--- src/rtl/core/dilp_pkg.sv ---
`default_nettype none

package dilp_pkg;

	// One byte of text and its end-of-text flag
	typedef struct packed {
		logic [7:0] char_code;
		logic       is_last;
	} byte_word_t;

	// One parsed field value
	typedef struct packed {
		logic signed [31:0] value;
		logic               last_value;
	} result_word_t;

	typedef enum logic [5:0] {
		M_LEAD  = 6'b000001,
		M_DEC   = 6'b000010,
		M_ZERO  = 6'b000100,
		M_HEXWS = 6'b001000,
		M_HEX   = 6'b010000,
		M_DONE  = 6'b100000
	} mode_t;

	localparam logic [7:0] CH_SEMI   = 8'h3B;
	localparam logic [7:0] CH_PLUS   = 8'h2B;
	localparam logic [7:0] CH_MINUS  = 8'h2D;
	localparam logic [7:0] CH_ZERO   = 8'h30;
	localparam logic [7:0] CH_NINE   = 8'h39;
	localparam logic [7:0] CH_LOW_X  = 8'h78;
	localparam logic [7:0] CH_UP_X   = 8'h58;
	localparam logic [7:0] CH_LOW_H  = 8'h68;
	localparam logic [7:0] CH_HASH   = 8'h23;
	localparam logic [7:0] CH_DOLLAR = 8'h24;
	localparam logic [7:0] CH_SPACE  = 8'h20;
	localparam logic [7:0] CH_TAB    = 8'h09;
	localparam logic [7:0] CH_CR     = 8'h0D;
	localparam logic [7:0] CH_LOW_A  = 8'h61;
	localparam logic [7:0] CH_LOW_F  = 8'h66;
	localparam logic [7:0] CASE_BIT  = 8'h20;

endpackage

`default_nettype wire

--- src/rtl/core/delimited_integer_list_parser_top.sv ---
// A byte word is taken into the input register and parsed from there; a result word it causes
// is written into the result queue and offered from the queue head; both words of a closing
// ';' are queued together, the second offered once the first is taken.
// Throughput: one byte word per cycle, set by the combinational parse and the four-entry
// result queue; the input stalls only while that queue holds three or more words.
// Reset (arst_n low, asynchronous) empties the input register and queue, restarts the field.
`default_nettype none

module delimited_integer_list_parser_top
	import dilp_pkg::*;
#(
	parameter int VALUE_BITS = 32
) (
	input  wire logic         clk,
	input  wire logic         arst_n,
	input  wire logic         byte_valid,
	output      logic         byte_stall,
	input  wire byte_word_t   byte_word,
	output      logic         result_valid,
	input  wire logic         result_stall,
	output      result_word_t result_word
);

	localparam int QDEPTH = 4;
	localparam int QPTR   = $clog2(QDEPTH);
	localparam int QCNT   = $clog2(QDEPTH + 1);

	typedef logic [VALUE_BITS-1:0] acc_t;

	// Input register
	logic       valid_s1;
	logic [7:0] char_s1;
	logic       last_s1;

	// Field state
	mode_t mode_q;
	logic  neg_q;
	acc_t  dec_q;
	acc_t  hex_q;
	acc_t  held_q;

	// Result queue
	result_word_t          q_mem [QDEPTH];
	logic [QPTR-1:0]       rd_ptr_q;
	logic [QPTR-1:0]       wr_ptr_q;
	logic [QCNT-1:0]       count_q;

	logic                  adv;
	logic                  pop;
	logic [1:0]            push_n;
	result_word_t          res0;
	result_word_t          res1;

	mode_t mode_d;
	logic  neg_d;
	acc_t  dec_d;
	acc_t  hex_d;
	acc_t  held_d;

	logic       is_dig;
	logic       is_hl;
	logic       is_ws;
	logic [7:0] lc;
	logic [3:0] dig;
	logic [3:0] hl_val;
	logic [3:0] hd;
	logic       dec_path;
	acc_t       dec_mul;
	acc_t       sdec;

	function automatic logic [31:0] field_val(mode_t m, logic ng, acc_t d, acc_t h,
			acc_t hd_v);
		acc_t        v;
		logic [63:0] ext;
		if (m == M_HEXWS || m == M_HEX) begin
			v = h;
		end else if (m == M_DONE) begin
			v = hd_v;
		end else begin
			v = ng ? (acc_t'(0) - d) : d;
		end
		ext = 64'(v);
		return ext[31:0];
	endfunction

	assign adv          = valid_s1 && (count_q <= QCNT'(QDEPTH - 2));
	assign byte_stall   = valid_s1 && !adv;
	assign result_valid = (count_q != '0);
	assign result_word  = q_mem[rd_ptr_q];
	assign pop          = result_valid && !result_stall;

	// Character classes
	assign lc     = char_s1 | CASE_BIT;
	assign is_dig = (char_s1 >= CH_ZERO) && (char_s1 <= CH_NINE);
	assign is_hl  = (lc >= CH_LOW_A) && (lc <= CH_LOW_F);
	assign is_ws  = (char_s1 == CH_SPACE) || ((char_s1 >= CH_TAB) && (char_s1 <= CH_CR));
	assign dig    = char_s1[3:0];
	assign hl_val = lc[3:0] + 4'd9;
	assign hd     = is_dig ? dig : hl_val;

	assign dec_mul = (dec_q << 3) + (dec_q << 1) + acc_t'(dig);
	assign sdec    = neg_q ? (acc_t'(0) - dec_q) : dec_q;

	always_comb begin
		mode_d   = mode_q;
		neg_d    = neg_q;
		dec_d    = dec_q;
		hex_d    = hex_q;
		held_d   = held_q;
		dec_path = 1'b0;
		push_n   = 2'd0;
		res0     = '0;
		res1     = '0;

		if (char_s1 != CH_SEMI) begin
			unique case (mode_q)
				M_LEAD: begin
					if (is_ws) begin
						mode_d = M_LEAD;
					end else if (char_s1 == CH_PLUS) begin
						mode_d = M_DEC;
					end else if (char_s1 == CH_MINUS) begin
						neg_d  = 1'b1;
						mode_d = M_DEC;
					end else if (char_s1 == CH_LOW_X || char_s1 == CH_LOW_H ||
							char_s1 == CH_HASH || char_s1 == CH_DOLLAR) begin
						mode_d = M_HEXWS;
					end else if (char_s1 == CH_ZERO) begin
						mode_d = M_ZERO;
					end else begin
						dec_path = 1'b1;
					end
				end
				M_ZERO: begin
					if (char_s1 == CH_LOW_X || char_s1 == CH_UP_X) begin
						mode_d = M_HEXWS;
					end else begin
						dec_path = 1'b1;
					end
				end
				M_DEC: begin
					dec_path = 1'b1;
				end
				M_HEXWS, M_HEX: begin
					if (mode_q == M_HEXWS && is_ws) begin
						mode_d = M_HEXWS;
					end else if (is_dig || is_hl) begin
						hex_d  = {hex_q[VALUE_BITS-5:0], hd};
						mode_d = M_HEX;
					end else begin
						held_d = hex_q;
						mode_d = M_DONE;
					end
				end
				M_DONE: begin
					mode_d = M_DONE;
				end
				default: begin
					mode_d = M_DONE;
				end
			endcase

			if (dec_path) begin
				priority if (is_dig) begin
					dec_d  = dec_mul;
					hex_d  = {hex_q[VALUE_BITS-5:0], dig};
					mode_d = M_DEC;
				end else if (is_hl) begin
					// hex letter in a decimal field: reread the field as unsigned hex
					hex_d  = {hex_q[VALUE_BITS-5:0], hl_val};
					mode_d = M_HEX;
				end else if (char_s1 == CH_LOW_X || char_s1 == CH_LOW_H) begin
					held_d = hex_q;
					mode_d = M_DONE;
				end else begin
					held_d = sdec;
					mode_d = M_DONE;
				end
			end

			if (last_s1) begin
				res0.value      = field_val(mode_d, neg_d, dec_d, hex_d, held_d);
				res0.last_value = 1'b1;
				push_n          = 2'd1;
			end
		end else begin
			res0.value      = field_val(mode_q, neg_q, dec_q, hex_q, held_q);
			res0.last_value = 1'b0;
			push_n          = 2'd1;
			if (last_s1) begin
				// empty trailing field after a closing ';'
				res1.value      = '0;
				res1.last_value = 1'b1;
				push_n          = 2'd2;
			end
		end

		// a separator or the end of text starts a new field
		if (char_s1 == CH_SEMI || last_s1) begin
			mode_d = M_LEAD;
			neg_d  = 1'b0;
			dec_d  = '0;
			hex_d  = '0;
			held_d = '0;
		end
	end

	always_ff @(posedge clk or negedge arst_n) begin
		if (!arst_n) begin
			valid_s1 <= 1'b0;
		end else if (!byte_stall) begin
			valid_s1 <= byte_valid;
		end
	end

	always_ff @(posedge clk) begin
		if (!byte_stall && byte_valid) begin
			char_s1 <= byte_word.char_code;
			last_s1 <= byte_word.is_last;
		end
	end

	always_ff @(posedge clk or negedge arst_n) begin
		if (!arst_n) begin
			mode_q <= M_LEAD;
			neg_q  <= 1'b0;
			dec_q  <= '0;
			hex_q  <= '0;
			held_q <= '0;
		end else if (adv) begin
			mode_q <= mode_d;
			neg_q  <= neg_d;
			dec_q  <= dec_d;
			hex_q  <= hex_d;
			held_q <= held_d;
		end
	end

	always_ff @(posedge clk) begin
		if (adv && push_n != 2'd0) begin
			q_mem[wr_ptr_q] <= res0;
		end
		if (adv && push_n == 2'd2) begin
			q_mem[wr_ptr_q + QPTR'(1)] <= res1;
		end
	end

	always_ff @(posedge clk or negedge arst_n) begin
		if (!arst_n) begin
			rd_ptr_q <= '0;
			wr_ptr_q <= '0;
			count_q  <= '0;
		end else begin
			if (adv) begin
				wr_ptr_q <= wr_ptr_q + QPTR'(push_n);
			end
			if (pop) begin
				rd_ptr_q <= rd_ptr_q + QPTR'(1);
			end
			count_q <= count_q + (adv ? QCNT'(push_n) : QCNT'(0)) - QCNT'(pop);
		end
	end

`ifndef ASSERT_OFF
	a_count_bound: assert property (@(posedge clk) disable iff (!arst_n)
		count_q <= QCNT'(QDEPTH))
		else $error("result queue overfilled");

	a_stall_held: assert property (@(posedge clk) disable iff (!arst_n)
		byte_stall |-> valid_s1)
		else $error("byte stall with empty input register");

	a_end_clears: assert property (@(posedge clk) disable iff (!arst_n)
		adv && last_s1 |=> mode_q == M_LEAD && dec_q == '0 && hex_q == '0)
		else $error("field state not cleared after end of text");

	a_semi_last_two: assert property (@(posedge clk) disable iff (!arst_n)
		adv && last_s1 && char_s1 == CH_SEMI |=> count_q >= QCNT'(1) &&
		count_q == $past(count_q) + QCNT'(2) - QCNT'($past(pop)))
		else $error("closing separator did not queue two words");
`endif

endmodule

`default_nettype wire
--- config.mk ---
export PLATFORM = sky130hd
export DESIGN_NAME = delimited_integer_list_parser_top
export DESIGN_NICKNAME = d
export VERILOG_FILES = /design/src/rtl/core/dilp_pkg.sv /design/src/rtl/core/delimited_integer_list_parser_top.sv
export SDC_FILE = /design/constraint.sdc
export NUM_CORES = 1
export LEC_CHECK = 0
export ABC_AREA = 1
export BUFFER_PORTS_ARGS = -buffer_cell sky130_fd_sc_hd__buf_2
export CAP_MARGIN = 20
export CORE_ASPECT_RATIO = 1.5
export CORE_MARGIN = 3
export CORE_UTILIZATION = 43
export DETAILED_ROUTE_END_ITERATION = 16
export GPL_TIMING_DRIVEN = 1
export HOLD_SLACK_MARGIN = 0.03
export MAX_ROUTING_LAYER = met4
export SKIP_LAST_GASP = 1
export SYNTH_ARGS = -nofsm -noshare
export SYNTH_HDL_FRONTEND = slang
export SYNTH_SLANG_ARGS = --single-unit
--- constraint.sdc ---
create_clock -name clk -period 3.3 [get_ports clk]
set_input_delay 0.66 -clock clk [delete_from_list [all_inputs] [get_ports clk]]
set_output_delay 0.66 -clock clk [all_outputs]
set_load 0.02 [all_outputs]
; Word-level counts from Yosys, hierarchy flattened
; Memory sizes are Yosys's and may differ from the RTL's.
; Cells that the tools add are included.
[totals]
out_inout_bits = 35
mem_count = 1
register_bits = 120
elab_cells = 148
ramBits = 132
inputBits = 13
rom_bits = 0
latchBits = 0
[mem_list]
columns = memory, depth, width, read_ports, rd_ports_with_merged_regs, wr, line_no
row1 = q_mem, 4, 33, 1, 0, 2, delimited_integer_list_parser_top.sv:43  ; result_word_t q_mem [QDEPTH];
[classes]
n_mul = 0
n_reduce_logical = 27
order_cmp = 7
n_mux = 71
n_shift = 0
div_mod_pow = 0
bitwise = 0
n_eq_ne = 21
add_sub_neg = 10
[ops]
columns = operator, count
row1 = 32-bit two-way mux, 28
row2 = 33-bit two-way mux, 3
row3 = 6-bit two-way mux, 14
row4 = 1-bit by 32-bit subtractor with 32-bit output (first input constant), 2
row5 = 8-bit by 6-bit equality test with 1-bit output (second input constant), 7
row6 = 32-bit adder, 1
row7 = 32-bit by 4-bit adder with 32-bit output, 1
row8 = 8-bit by 7-bit equality test with 1-bit output (second input constant), 3
row9 = 6-bit case mux with 4 select lines, 1
row10 = 1-bit two-way mux, 20
row11 = 6-bit by 4-bit equality test with 1-bit output (second input constant), 2
row12 = 6-bit by 5-bit equality test with 1-bit output (second input constant), 2
row13 = 6-bit equality test (second input constant), 2
row14 = 1-bit logical AND, 10
row15 = 1-bit logical OR, 9
row16 = 8-bit by 4-bit greater-or-equal comparator with 1-bit output (second input constant), 1
row17 = 8-bit by 6-bit greater-or-equal comparator with 1-bit output (second input constant), 1
row18 = 8-bit by 7-bit greater-or-equal comparator with 1-bit output (second input constant), 1
row19 = 8-bit by 4-bit less-or-equal comparator with 1-bit output (second input constant), 1
row20 = 8-bit by 6-bit less-or-equal comparator with 1-bit output (second input constant), 1
row21 = 8-bit by 7-bit less-or-equal comparator with 1-bit output (second input constant), 1
row22 = 8-bit by 6-bit != test with 1-bit output (second input constant), 1
row23 = 6-bit by 1-bit equality test with 1-bit output (second input constant), 1
row24 = 6-bit by 2-bit equality test with 1-bit output (second input constant), 1
row25 = 16 further kinds, 22

; Longest topological paths before layout
[logic_depth]
ltp_word = 18
mapped_depth = 29
depth_no_buf = 29

; Worst setup path after synthesis
; Ideal clock, no wire load.
[synth_path]
path_type = register to register
start = reg char_s1[3]
end = mem q_mem[1][22] in the netlist's numbering
setup_slack_ns = -0.038
arrival_time_ns = 3.226
synth_period_minus_slack_ns = 3.338
setup_time_ns = 0.112
path_buffers = 0
required_time_ns = 3.188
stages_incl_launch_ff = 28
path_cell_list = edfxtp_1 > inv_2 > fa_1 > fa_1 > inv_1 > nand3_1 > nand3_1 > nand2_1 > nand2_1 > nand2_1 > nand3_1 > nand2_1 > nand2_1 > nand2_1 > inv_2 > nand2_1 > nor2_1 > nand2_1 > nor2_4 > nand2_2 > nand2_1 > nand2_1 > nand3_1 > nand3_1 > nand2_1 > nand2_1 > nand2_1 > nand2_1
[synth_rtl]
columns = element, line_no
row1 = from (decl), delimited_integer_list_parser_top.sv:32  ; logic [7:0] char_s1;
row2 = from (signal assigned), delimited_integer_list_parser_top.sv:218  ; char_s1 <= byte_word.char_code;
row3 = to (decl), delimited_integer_list_parser_top.sv:43

==> results.cfg <==
[outcome]
status = finished, violations left
violations = setup timing

[sta]
min_period_over_period_pct = 107
worst_pin_slew_ns = 0.868
setup_violations = 92
hold_viol = 0
skew_ns = 0.0340
drv_slew = 0
finalSetupTns_ns = -12.36
slew_headroom_pct = 42.1
rsz0062_at_grt = true
fin_ws_ns = -0.218
min_period_ns = 3.52
timing.fmax_mhz = 284

[clock_network]
clkTransAtPathRegs_ns = 0.06
cts_max_level = 1
cts_tree = built
cts_buffer_depth = 3
cts-buffers-inserted = 28
insertion_delay_ns = 0.60
clock-sinks = 252
cts_root_buf = clkbuf_16

[routing]
drtAntennaViolNets = 0
drc = 0
dr.pass1.iters = 6
post_drt_via_cell_ratio = 5.41
vias = 20300
routedWlPerCell_um = 17.6
wl_um = 65900
drt_iter0_markers = 1638

[synthesis]
syn-cell-area_mm2 = 0.0184
syn_nets = 3010
synth_cells = 2922
synth_ff_type = dfxtp_1
synth_edf_count = 13
ys_types = 56
async_reset_ff_share_pct = 44.0
ys_seq_elements = 252
avgSynthCellArea_um2 = 6.31
yosysSeqAreaShare_pct = 31.1
yosysWarnings = 0

[pwr]
power.density_mw_per_mm2 = 794
power_frac_comb_pct = 58.0
pwr-share-clk_pct = 17.8
p_leak_uw = 0.0119
p_sw_uw = 8890
seq_power_share_pct = 24.2
ir_worst_vdd_mv = 0.560
p_int_uw = 9630
switching_share_pct = 48.0

[layout]
design_area_mm2 = 0.0233
drive_above_1_share_pct = 22.6
fillers = 4183
diodes = 0
nets = 3248
area_growth_pct = 26.6

[grt]
grt_overflow_total = 0
grt_pass1_wl_um = 104000
antenna_found_initial = 0
grt_max_degree = 84
grt_pass1_vias = 19700
grt_usage_pct = 28.8

[floorplanning]
rows = 92
core_mm2 = 0.0421
fp.dieW_um = 175
fp.dieH_um = 260
initial_core_util_pct = 43.7
ios = 48
die_area_mm2 = 0.0454

[worst_hold_path]
worstHoldPathCells = 1
hold-path-endpoint = last_s1
min_path_type = input port to register
min-delay-start = byte_word[0]

[placed_design]
dp_hpwl_um = 47600
place_ws_ns = -0.675
io_buffer_count = 47
dpl_cell_area_mm2 = 0.0210
gp_congestion = 0.938

[worst_setup_path]
regToRegSetupSlack_ns = -0.22
critPathMaxFanout = 4
r2r-start = char_s1[3]
end_kind = register
worstPathRequired_ns = 3.81
start_kind = register
cp.arrival_ns = 4.03
ff2ff_path_depth = 26
r2r_end = q_mem[3][17]
crit_type = register to register

[flow_run]
max-cap-violations = 0
placed cells by master (no fill, tap or decap), types with 15 or more instances in the layout:
| cell | n |
|---|---|
| nor2_2 | 27 |
| xor2_1 | 36 |
| inv_1 | 293 |
| nand4_1 | 21 |
| nand2_4 | 20 |
| dfxtp_1 | 128 |
| inv_2 | 30 |
| buf_4 | 264 |
| a21oi_1 | 118 |
| o21ai_1 | 22 |
| nor2_1 | 170 |
| dfrtp_1 | 109 |
| nand2_2 | 113 |
| o21ai_0 | 245 |
| o22ai_1 | 114 |
| nand2_1 | 941 |
| nand3_2 | 39 |
| buf_12 | 15 |
| ha_1 | 62 |
| o211ai_1 | 36 |
| o21ai_2 | 17 |
| clkbuf_16 | 30 |
| buf_2 | 46 |
| nor2_4 | 21 |
| nand3_1 | 80 |
per-layer routing:
metal  global-route usage, %  wire, µm
met3                    2.18      2900
met5                       -         0
met1                    33.8     26300
met2                    51.4     33700
met4                    11.2      2980
cells in the mapped netlist (all sizes together), types with 3 or more instances:
library cell,count,area share [%]
a21oi,125,3.6
nand3,125,3.6
nor3,19,0.52
nor2,219,4.9
o221ai,3,0.14
xor2,38,1.8
edfxtp,13,2.1
nand3b,13,0.53
nand4,22,0.78
or2,6,0.20
ha,72,4.9
buf,43,1.4
dfxtp,128,14
dfrtp,110,15
nand2,1076,22
clkbuf,91,1.9
fa,3,0.33
inv,329,6.7
a22o,14,0.67
o211ai,36,1.5
o22ai,115,3.9
o31ai,5,0.20
o21ai,289,8.1
a31oi,5,0.17
xnor2,6,0.29
per-stage QoR:
step / hold WS (ns) / std cells / util [%] / power, µW
6_report: 0.246 / 3746 / 55.4 / 18500
5_1_grt: 0.233 / 3746 / 55.4 / 19800
3_5_place_dp: 0.434 / 3667 / 49.9 / 14200
4_1_cts: 0.229 / 3730 / 53.0 / 17800
2_1_floorplan: 0.364 / 2922 / - / 10700
3_3_place_gp: 0.432 / 3667 / 49.9 / 14100
final cells by class:
class,instances,area [µm²],area share [%]
Clock buffer,39,835,3.58
Multi-Input combinational cell,2205,12000,51.3
Sequential cell,252,5730,24.6
Clock inverter,13,123,0.526
Timing Repair Buffer,342,2700,11.6
Inverter,331,1260,5.40
Tap cell,564,706,3.03
power by group through the flow:
| stage | Sequential [µW] | Combinational (µW) | Clock (µW) |
|---|---|---|---|
| floorplan | 4410 | 6300 | 0 |
| global placement | 4490 | 9580 | 0 |
| detailed placement | 4520 | 9700 | 0 |
| finish | 4490 | 10700 | 3300 |
| CTS | 4470 | 9960 | 3340 |
| global route | 4570 | 11800 | 3470 |
worst max-delay path by stage:
stage	depth (start not counted)	slack [ns]	start	end
after floorplan	27	0.04	char_s1[3]	q_mem[1][22]
after global placement	24	-0.65	dec_q[2]	q_mem[3][26]
after detailed placement	24	-0.67	dec_q[2]	q_mem[0][26]
after CTS	24	-0.25	char_s1[2]	q_mem[3][17]
after global routing	25	-0.49	char_s1[3]	q_mem[1][31]
final	26	-0.22	char_s1[3]	q_mem[3][17]
state kept, by name (all words and copies together) (netlist names):
name,count
count_q,3
mode_q,6
dec_q,32
valid_s1,1
hex_q,32
neg_q,1
held_q,32
rd_ptr_q,2
wr_ptr_q,2
q_mem,132
char_s1,8
last_s1,1
worst max-delay path, cell delays in order (launching register included):
cell      delay, ns
edfxtp_1       0.40
inv_2          0.09
fa_2           0.47
fa_2           0.42
inv_2          0.08
nand3_2        0.06
nand3_2        0.09
buf_6          0.12
nand2_4        0.05
nand2_4        0.08
nand2_2        0.06
nand3_2        0.06
nand2_1        0.05
nand2_1        0.07
nand2_2        0.06
inv_2          0.08
nand2_2        0.08
nor2_4         0.15
nand2_2        0.10
o21ai_4        0.23
xor2_2         0.17
nand2_1        0.09
nand2_1        0.08
nand2_1        0.06
nand2_2        0.11
nand2_1        0.06
nand2_1        0.07
kinds of logic (layout without fill, tap and decap cells):
kind of cell | count (synthesis) | after routing | share of synthesized area, %
AO/OA/AOI/OAI | 604 | 604 | 18.7
XOR/XNOR | 44 | 44 | 2.09
adder cells (fa/ha/maj) | 75 | 75 | 5.22
buffers and inverters | 465 | 725 | 10.1
flip-flops | 252 | 252 | 31.1
AND/OR/NAND/NOR | 1482 | 1482 | 32.8
what timing repair did:
| item | in CTS | in global routing |
|---|---|---|
| pin swaps | 45 | 94 |
| endpoints found under the hold margin | 13 | 0 |
| cloned | 0 | 1 |
| hold buffers | 1 | 0 |
| resized for setup | 78 | 241 |
| setup buffers | 10 | 17 |
| setup endpoints to repair | 113 | 128 |
Note: power is estimated with default switching activity, not from simulation.
